$ cat config.mk
export PLATFORM = sky130hd
export DESIGN_NAME = daisy_chain_led_driver_writer
export DESIGN_NICKNAME = d
export VERILOG_FILES = /design/src/dcled_pkg.sv /design/src/dcled_shift.sv /design/src/dcled_ctrl.sv /design/src/daisy_chain_led_driver_writer.sv
export SDC_FILE = /design/constraint.sdc
export NUM_CORES = 1
export LEC_CHECK = 0
export ABC_AREA = 1
export BUFFER_PORTS_ARGS = -buffer_cell sky130_fd_sc_hd__buf_2
export CORE_UTILIZATION = 59
export DETAILED_ROUTE_END_ITERATION = 8
export PLACE_DENSITY = 0.92
export SLEW_MARGIN = 20
export SYNTH_ARGS = -nofsm -noshare
export SYNTH_HDL_FRONTEND = slang
export SYNTH_SLANG_ARGS = --single-unit
$ cat constraint.sdc
create_clock -name clk -period 3.5 [get_ports clk]
set_input_delay 0.35 -clock clk [delete_from_list [all_inputs] [get_ports clk]]
set_output_delay 0.35 -clock clk [all_outputs]
set_load 0.01 [all_outputs]
$ cat src/dcled_pkg.sv
// Shared types and constants for the daisy-chain LED driver register writer.
`default_nettype none

package dcled_pkg;

    // Serial word geometry
    localparam int WORD_BITS   = 16;
    localparam int ADDR_BITS   = 4;
    localparam int DATA_BITS   = 8;
    localparam int ADDR_PAD    = WORD_BITS - DATA_BITS - ADDR_BITS;
    localparam int MAX_CHAIN   = 4;
    localparam int BIT_CNT_W   = $clog2(WORD_BITS);
    localparam int WORD_CNT_W  = $clog2(MAX_CHAIN);

    localparam logic [WORD_BITS-1:0] NOOP_WORD = 16'h0000;

    // Operation codes
    localparam logic [1:0] OP_WRITE = 2'd0;
    localparam logic [1:0] OP_BCAST = 2'd1;
    localparam logic [1:0] OP_FLUSH = 2'd2;
    localparam logic [1:0] OP_NONE  = 2'd3;

    typedef enum logic {
        ST_IDLE,
        ST_SEND
    } dcled_state_t;

    // Controls from the sequencer to the shift path
    typedef struct packed {
        logic load_first;   // load first word of the frame from the inputs
        logic load_next;    // load the next word at a word boundary
        logic use_word;     // loaded word is the register word, else no-op
    } dcled_ctl_t;

endpackage

`default_nettype wire

$ cat src/dcled_shift.sv
// Word holding register and MSB-first output shift register.
`default_nettype none

module dcled_shift
    import dcled_pkg::*;
(
    input  wire logic                 clk,
    input  wire dcled_ctl_t           ctl,
    input  wire logic [ADDR_BITS-1:0] reg_address,
    input  wire logic [DATA_BITS-1:0] reg_data,
    output logic                      serial_bit
);

    logic [WORD_BITS-1:0] word_reg;
    logic [WORD_BITS-1:0] word_next;
    logic [WORD_BITS-1:0] shift_reg;
    logic [WORD_BITS-1:0] shift_next;

    // Capture the register word at the start of a frame
    always_comb
    begin
        word_next = word_reg;
        if (ctl.load_first)
        begin
            word_next = {{ADDR_PAD{1'b0}}, reg_address, reg_data};
        end
    end

    // Load a word or advance one bit toward the MSB
    always_comb
    begin
        if (ctl.load_first)
        begin
            shift_next = ctl.use_word ? word_next : NOOP_WORD;
        end
        else if (ctl.load_next)
        begin
            shift_next = ctl.use_word ? word_reg : NOOP_WORD;
        end
        else
        begin
            shift_next = {shift_reg[WORD_BITS-2:0], 1'b0};
        end
    end

    always_ff @(posedge clk)
    begin
        word_reg  <= word_next;
        shift_reg <= shift_next;
    end

    assign serial_bit = shift_reg[WORD_BITS-1];

endmodule

`default_nettype wire

$ cat src/dcled_ctrl.sv
// Frame sequencer: bit and word counters and the send state machine.
`default_nettype none

module dcled_ctrl
    import dcled_pkg::*;
#(
    parameter int CHAIN_LENGTH = 4
)
(
    input  wire logic       clk,
    input  wire logic       rst_n,
    input  wire logic       start,
    input  wire logic [1:0] op,
    input  wire logic [1:0] target_module,
    output dcled_ctl_t      ctl,
    output logic            busy,
    output logic            bit_strobe,
    output logic            frame_end
);

    localparam int CHAIN_EFF = (CHAIN_LENGTH < 1) ? 1 :
                               ((CHAIN_LENGTH > MAX_CHAIN) ? MAX_CHAIN : CHAIN_LENGTH);
    localparam logic [WORD_CNT_W-1:0] LAST_POS = WORD_CNT_W'(CHAIN_EFF - 1);
    localparam logic [BIT_CNT_W-1:0]  LAST_BIT = BIT_CNT_W'(WORD_BITS - 1);

    dcled_state_t            state_reg, state_next;
    logic [BIT_CNT_W-1:0]    bit_cnt_reg, bit_cnt_next;
    logic [WORD_CNT_W-1:0]   word_cnt_reg, word_cnt_next;
    logic                    bcast_reg, bcast_next;
    logic [WORD_CNT_W-1:0]   target_sat;
    logic                    accept;

    // Saturate the target to the last chain position
    assign target_sat = (target_module > LAST_POS) ? LAST_POS : target_module;
    assign accept     = start && (state_reg == ST_IDLE) && (op != OP_NONE);

    always_ff @(posedge clk or negedge rst_n)
    begin
        if (!rst_n)
        begin
            state_reg    <= ST_IDLE;
            bit_cnt_reg  <= '0;
            word_cnt_reg <= '0;
            bcast_reg    <= 1'b0;
        end
        else
        begin
            state_reg    <= state_next;
            bit_cnt_reg  <= bit_cnt_next;
            word_cnt_reg <= word_cnt_next;
            bcast_reg    <= bcast_next;
        end
    end

    // Next state, counters and shift controls
    always_comb
    begin
        state_next     = state_reg;
        bit_cnt_next   = bit_cnt_reg;
        word_cnt_next  = word_cnt_reg;
        bcast_next     = bcast_reg;
        ctl            = '0;
        case (state_reg)
            ST_IDLE:
            begin
                if (accept)
                begin
                    state_next     = ST_SEND;
                    bit_cnt_next   = '0;
                    bcast_next     = (op == OP_BCAST);
                    word_cnt_next  = (op == OP_WRITE) ? target_sat : LAST_POS;
                    ctl.load_first = 1'b1;
                    ctl.use_word   = (op != OP_FLUSH);
                end
            end
            ST_SEND:
            begin
                bit_cnt_next = bit_cnt_reg + 1'b1;
                if (bit_cnt_reg == LAST_BIT)
                begin
                    if (word_cnt_reg == '0)
                    begin
                        state_next = ST_IDLE;
                    end
                    else
                    begin
                        word_cnt_next = word_cnt_reg - 1'b1;
                        ctl.load_next = 1'b1;
                        ctl.use_word  = bcast_reg;
                    end
                end
            end
            default:
            begin
                state_next = ST_IDLE;
            end
        endcase
    end

    assign busy       = (state_reg == ST_SEND);
    assign bit_strobe = (state_reg == ST_SEND);
    assign frame_end  = (state_reg == ST_SEND) && (bit_cnt_reg == LAST_BIT)
                        && (word_cnt_reg == '0);

endmodule

`default_nettype wire

$ cat src/daisy_chain_led_driver_writer.sv
// Top level of the daisy-chain LED driver register writer.
//
//   channel   | handshake             | fields
//   ----------+-----------------------+--------------------------------------------
//   command   | start, busy           | op, target_module, reg_address, reg_data
//   result    | bit_strobe (no stall) | serial_bit, frame_end
//
// A frame leaves one bit per clock, starting the cycle after the command is
// taken: 16-bit words, up to CHAIN_LENGTH words (at most MAX_CHAIN), set by
// the bit and word counters of the sequencer. busy drops after the bit that
// carries frame_end, so a new command can be taken in the cycle after that bit.
// The unused op code is taken and yields no frame. Reset (rst_n, async, low)
// returns the sequencer to idle; the receiver cannot stall the bit stream.
`default_nettype none

module daisy_chain_led_driver_writer
    import dcled_pkg::*;
#(
    parameter int CHAIN_LENGTH = 4
)
(
    input  wire logic                 clk,
    input  wire logic                 rst_n,
    input  wire logic                 start,
    output logic                      busy,
    input  wire logic [1:0]           op,
    input  wire logic [1:0]           target_module,
    input  wire logic [ADDR_BITS-1:0] reg_address,
    input  wire logic [DATA_BITS-1:0] reg_data,
    output logic                      bit_strobe,
    output logic                      serial_bit,
    output logic                      frame_end
);

    dcled_ctl_t ctl;

    // Sequence words and bits of the frame
    dcled_ctrl #(
        .CHAIN_LENGTH (CHAIN_LENGTH)
    ) u_ctrl (
        .clk           (clk),
        .rst_n         (rst_n),
        .start         (start),
        .op            (op),
        .target_module (target_module),
        .ctl           (ctl),
        .busy          (busy),
        .bit_strobe    (bit_strobe),
        .frame_end     (frame_end)
    );

    // Hold and shift out the serial words
    dcled_shift u_shift (
        .clk         (clk),
        .ctl         (ctl),
        .reg_address (reg_address),
        .reg_data    (reg_data),
        .serial_bit  (serial_bit)
    );

endmodule

`default_nettype wire

==> impl_metrics.tcl, run 1 <==
set metrics [dict create \
    power_leakage_nw 0.922 \
    p_per_area_nw_per_um2 844 \
    fmax_mhz 513 \
    finalWorstSetupSlack_ns 1.55 \
    rsz0062_at_grt "false" \
    synth.distinct_cells 19 \
    ctsResizeCount 0 \
    portBuffers 22 \
    grt_pass1_vias 1184 \
    drt-initial-drc-count 26 \
    synth_top_area_frac 0.395 \
    layout_min_cycle_time_ns 1.95 \
    ys.warnings.count 0 \
    cts_tree "built" \
    crit_fanout 35 \
    synth.yosys.seq_area_share 0.519 \
    slew_violations 0 \
    hpwl_mm 1.85 \
    ant_nets 0 \
    critPathCaptureType "flip-flop" \
    hold_viol 0 \
    cts_setup_buffers 0 \
    synth_area_leaders "dfxtp_1 (40%), nand2_1 (17%), dfrtp_1 (12%)" \
    htree_num_levels 2 \
    fillers 220 \
    yosys.area.top_type "dfxtp_1" \
    ioPinCount 23 \
    vias 1309 \
    arrival_ns 2.19 \
    gp_congestion 0.763 \
    grt_overflow 0 \
    grt_pass1_wl_mm 4.88 \
    syn_to_final_growth_pct 11.0 \
    cts_made_buffers 5 \
    ir_drop_mv 0.681 \
    clock_latency_ns 0.34 \
    dieArea_um2 2960 \
    finalClockSkew_ns 0.00903 \
    finalWirelength_mm 2.84 \
    antenna_found_initial 0 \
    avgSynthCellArea_um2 7.98 \
    critPathLaunchType "flip-flop" \
    antenna_cells 0 \
    cap_violations 0 \
    dpl_worst_slack_ns 1.60 \
    rows 18 \
    tns_ns 0 \
    clock_path_buffers 2 \
    synth-seq-cells 40 \
    post-route-period-util 0.557 \
    crit_chain "nor2_4 > nand2_2 > nand2_1 > nand2_1 > nand2_1 > nand2_1" \
    cpMostUsedCell "nand2_1" \
    syn_nets 224 \
    wl_per_cell_um 11.1 \
    nets 245 \
    cts_root_buffer "clkbuf_4" \
    syn_inst 203 \
    slowest_delay_ns 0.58 \
    critPathKind "reg -> reg" \
    drc 0 \
    p_total_mw 1.52 \
    worst_pin_slew_ns 0.588 \
    first_pass_iters 4 \
    hold_class "in -> reg" \
    die_h_um 54.4 \
    cp_slowest_cell "dfrtp_1" \
    outcome "finished, final reports clean" \
    core_region_area_um2 2540 \
    via_per_inst 5.13 \
    die_width_um 54.4 \
    grt_max_degree 36 \
    clk_pin_slew_ns 0.12 \
    start_util 0.637 \
    drive_gt1_frac 0.169 \
    cts.sinks 40 \
    max_slew_margin 0.606 \
    worstPathRequired_ns 3.74 \
    synth_area_um2 1620 \
    groute.usage.overall 0.241 \
    setup_viol 0 \
]
[cell usage after synthesis]
master,n
ha_1,2
nor2_4,1
buf_6,3
nand3_1,31
buf_4,2
buf_2,4
nand2_1,75
dfxtp_1,32
nor2_2,1
o21ai_0,4
nor2_1,13
dfrtp_1,8
inv_1,15
nand2_2,3
nand4_1,1
a21boi_0,2
a21oi_1,3
nand3_4,2
o21ai_4,1
[area by class of cell]
class / instances / area, um2 / share of cell area
multi-input combinational: 139 / 654 / 0.364
timing repair buffer: 23 / 120 / 0.0668
inverter: 15 / 56.3 / 0.0313
tap: 30 / 37.5 / 0.0209
sequential: 40 / 841 / 0.467
clock buffer: 6 / 51.3 / 0.0285
clock inverter: 2 / 38.8 / 0.0216
[worst max-delay path, delay by kind of cell, from the launching register on]
kind / cells / cell delay (ns)
flip-flops: 1 / 0.58
AND/OR/NAND/NOR: 6 / 1.25
[worst paths after layout]
| path | start | to | slack, ns | depth (start not counted) |
|---|---|---|---|---|
| setup reg to reg | u_ctrl.bit_strobe | u_ctrl.word_cnt_reg[1] | 1.55 | 6 |
| hold reg to reg | u_shift.word_reg[15] | u_shift.word_reg[15] | 0.43 | 2 |
| setup / recovery | u_ctrl.bit_strobe | u_ctrl.word_cnt_reg[1] | 1.55 | 6 |
| min in group asynchronous | rst_n | u_ctrl.bit_cnt_reg[3] | 0.37 | 2 |
| max in group asynchronous | rst_n | u_ctrl.word_cnt_reg[0] | 2.96 | 2 |
| hold / removal | reg_data[0] | u_shift.word_reg[0] | 0.21 | 3 |
[cells by family (layout without fill, tap and decap cells)]
family / after synthesis / count (layout) / synth area share
and+or+nand+nor: 127 / 127 / 0.347
AOI/OAI and AO/OA: 10 / 10 / 0.0409
DFF: 40 / 40 / 0.519
buffers and inverters: 24 / 46 / 0.0772
adders and majority gates: 2 / 2 / 0.0154
[layout by cell type, fill, tap and decap left out, types with 2 or more instances in the layout]
cell and n:
a21boi_0 2, a21oi_1 3, buf_2 22, clkbuf_4 5, dfrtp_1 8, dfxtp_1 32
ha_1 2, inv_1 15, nand2_1 75, nand2_2 3, nand3_1 31, nand3_4 2
nor2_1 13, o21ai_0 4
[report_power, final]
part           internal (mW)  switching [mW]  leakage [nW]  total [mW]
registers              0.635           0.107         0.358       0.743
clock network          0.171           0.152        0.0484       0.323
logic                  0.173           0.280         0.515       0.453
[metal layers]
metal | share of wire | track usage
met5 | 0 | 0
met4 | 0.018 | 0.115
met3 | 0.048 | 0.0583
met2 | 0.48 | 0.402
met1 | 0.46 | 0.288
[per-stage QoR]
stage | area, um2 | hold WS (ns) | utilization | instances
3_3_place_gp | 1700 | 0.202 | 0.668 | 246
3_5_place_dp | 1700 | 0.206 | 0.668 | 246
6_report | 1800 | 0.208 | 0.707 | 255
5_1_grt | 1800 | 0.234 | 0.707 | 255
2_1_floorplan | 1620 | 0.0544 | - | 203
4_1_cts | 1800 | 0.200 | 0.707 | 255
[what timing repair did]
| item | 4_1_cts | 5_1_grt |
|---|---|---|
| endpoints found under the setup margin | 0 | 0 |
| hold buffers | 1 | 0 |
| hold endpoints to repair | 8 | 0 |
(Power assumes the default switching activity.)
==> run 2: changes to the inputs <==
--- a/config.mk
+++ b/config.mk
@@ -7,9 +7,9 @@
 export LEC_CHECK = 0
 export ABC_AREA = 1
 export BUFFER_PORTS_ARGS = -buffer_cell sky130_fd_sc_hd__buf_2
-export CORE_UTILIZATION = 59
+export CORE_UTILIZATION = 50
 export DETAILED_ROUTE_END_ITERATION = 8
-export PLACE_DENSITY = 0.92
+export PLACE_DENSITY = 0.84
 export SLEW_MARGIN = 20
 export SYNTH_ARGS = -nofsm -noshare
 export SYNTH_HDL_FRONTEND = slang
==> constraint.sdc (replaced) <==
create_clock -name clk -period 1.7 [get_ports clk]
set_input_delay 0.17 -clock clk [delete_from_list [all_inputs] [get_ports clk]]
set_output_delay 0.17 -clock clk [all_outputs]
set_load 0.01 [all_outputs]
==> impl_metrics.tcl, run 2 (synthesized netlist as in run 1, its figures left out) <==
set metrics [dict create \
    fin_area_um2 1810 \
    drc 0 \
    core_region_area_um2 3050 \
    power_leakage_nw 0.921 \
    vias 1269 \
    ctsResizeCount 0 \
    grt_max_degree 30 \
    outcome "finished, final reports clean" \
    p_per_area_nw_per_um2 1630 \
    hold_class "in -> reg" \
    tns_ns 0 \
    cp_slowest_cell "dfrtp_1" \
    layout_common_cells "nand2_1 (75), dfxtp_1 (32), nand3_1 (31)" \
    antenna_found_initial 0 \
    drive_gt1_frac 0.175 \
    clock_path_buffers 2 \
    via_per_inst 4.65 \
    cts_tree "built" \
    setup_viol 0 \
    hold_viol 0 \
    portBuffers 22 \
    cap_violations 0 \
    grt_pass1_vias 1154 \
    ioPinCount 23 \
    cts_root_buffer "clkbuf_4" \
    clk_pin_slew_ns 0.11 \
    cp_num_buf_inv 1 \
    gp_congestion 0.803 \
    die_h_um 58.9 \
    rsz0062_at_grt "false" \
    final_common_cell "nand2_1" \
    arrival_ns 1.38 \
    crit_fanout 5 \
    post-route-period-util 0.913 \
    groute.usage.overall 0.192 \
    nets 249 \
    first_pass_iters 4 \
    cts_setup_buffers 0 \
    worstPathRequired_ns 1.53 \
    clock_latency_ns 0.34 \
    syn_to_final_growth_pct 11.7 \
    cts_made_buffers 5 \
    hpwl_mm 1.96 \
    ir_drop_mv 0.866 \
    die_width_um 58.9 \
    max_slew_margin 0.675 \
    finalClockSkew_ns 0.00996 \
    rows 20 \
    critPathCaptureType "output port" \
    crit_family "flip-flops" \
    dieArea_um2 3470 \
    worst_pin_slew_ns 0.486 \
    antenna_cells 0 \
    slowest_delay_ns 0.41 \
    grt_overflow 0 \
    cts.sinks 40 \
    ant_nets 0 \
    drt-initial-drc-count 21 \
    hold_slack_ns 0.0420 \
    finalWirelength_mm 2.75 \
    slew_violations 0 \
    wl_per_cell_um 10.1 \
    fmax_mhz 644 \
    grt_pass1_wl_mm 4.95 \
    layout_min_cycle_time_ns 1.55 \
    placed_cell_area_um2 1750 \
    htree_num_levels 2 \
    crit_chain "ha_1 > nand3_4 > nor2_1 > buf_2" \
    critPathLaunchType "flip-flop" \
    critPathKind "reg -> out" \
    start_util 0.531 \
]
## run 2: metrics by stage
step | worst slack [ns] | total power, mW | instances | utilization
floorplan | 0.444 | 2.30 | 203 | -
global placement | 0.330 | 2.46 | 264 | 0.572
detailed placement | 0.297 | 2.51 | 264 | 0.572
CTS | 0.123 | 2.97 | 273 | 0.593
global route | 0.0498 | 3.20 | 273 | 0.593
finish | 0.147 | 2.94 | 273 | 0.593
## run 2: layer usage
metal / part of all wire / routed length, um / GRT usage
met1: 0.48 / 1310 / 0.244
met2: 0.47 / 1290 / 0.300
met3: 0.036 / 98 / 0.0505
met4: 0.017 / 47 / 0.0986
met5: 0 / 0 / 0
## run 2: cell type report
cell class / instances / area [um2]
clock buffers: 7 / 45.0
clock inverters: 1 / 8.76
fillers: 292 / 1240
inverters: 15 / 56.3
multi-input cells: 139 / 654
flip-flops and latches: 40 / 841
well taps: 44 / 55.1
repair buffers: 27 / 150
## run 2: timing repair
item                                    in CTS  in global routing
hold buffers                                 1                  0
endpoints found under the setup margin       0                  0
hold endpoints to repair                     8                  0
## run 2: report_power, final
group,switching (mW),internal [mW],total [mW]
sequential,0.177,1.31,1.49
combinational,0.615,0.386,1.00
clock,0.288,0.166,0.455
total,1.08,1.86,2.94
## run 2: worst paths after layout
check | endpoint | startpoint | slack (ns) | cells past startpoint
max | frame_end | u_ctrl.bit_cnt_reg[0] | 0.15 | 4
min | u_shift.word_reg[0] | reg_data[0] | 0.04 | 3
max reg2reg | u_shift.shift_reg[11] | u_ctrl.bit_cnt_reg[0] | 0.28 | 6
min reg2reg | u_shift.word_reg[15] | u_shift.word_reg[15] | 0.43 | 2
max in group asynchronous | u_ctrl.bit_strobe | rst_n | 1.32 | 2
min in group asynchronous | u_ctrl.word_cnt_reg[1] | rst_n | 0.20 | 2
## run 2: tightest hold or removal path, stage by stage
cell and delay [ns]:
buf_2 0.08, nand2_1 0.04, nand2_1 0.06
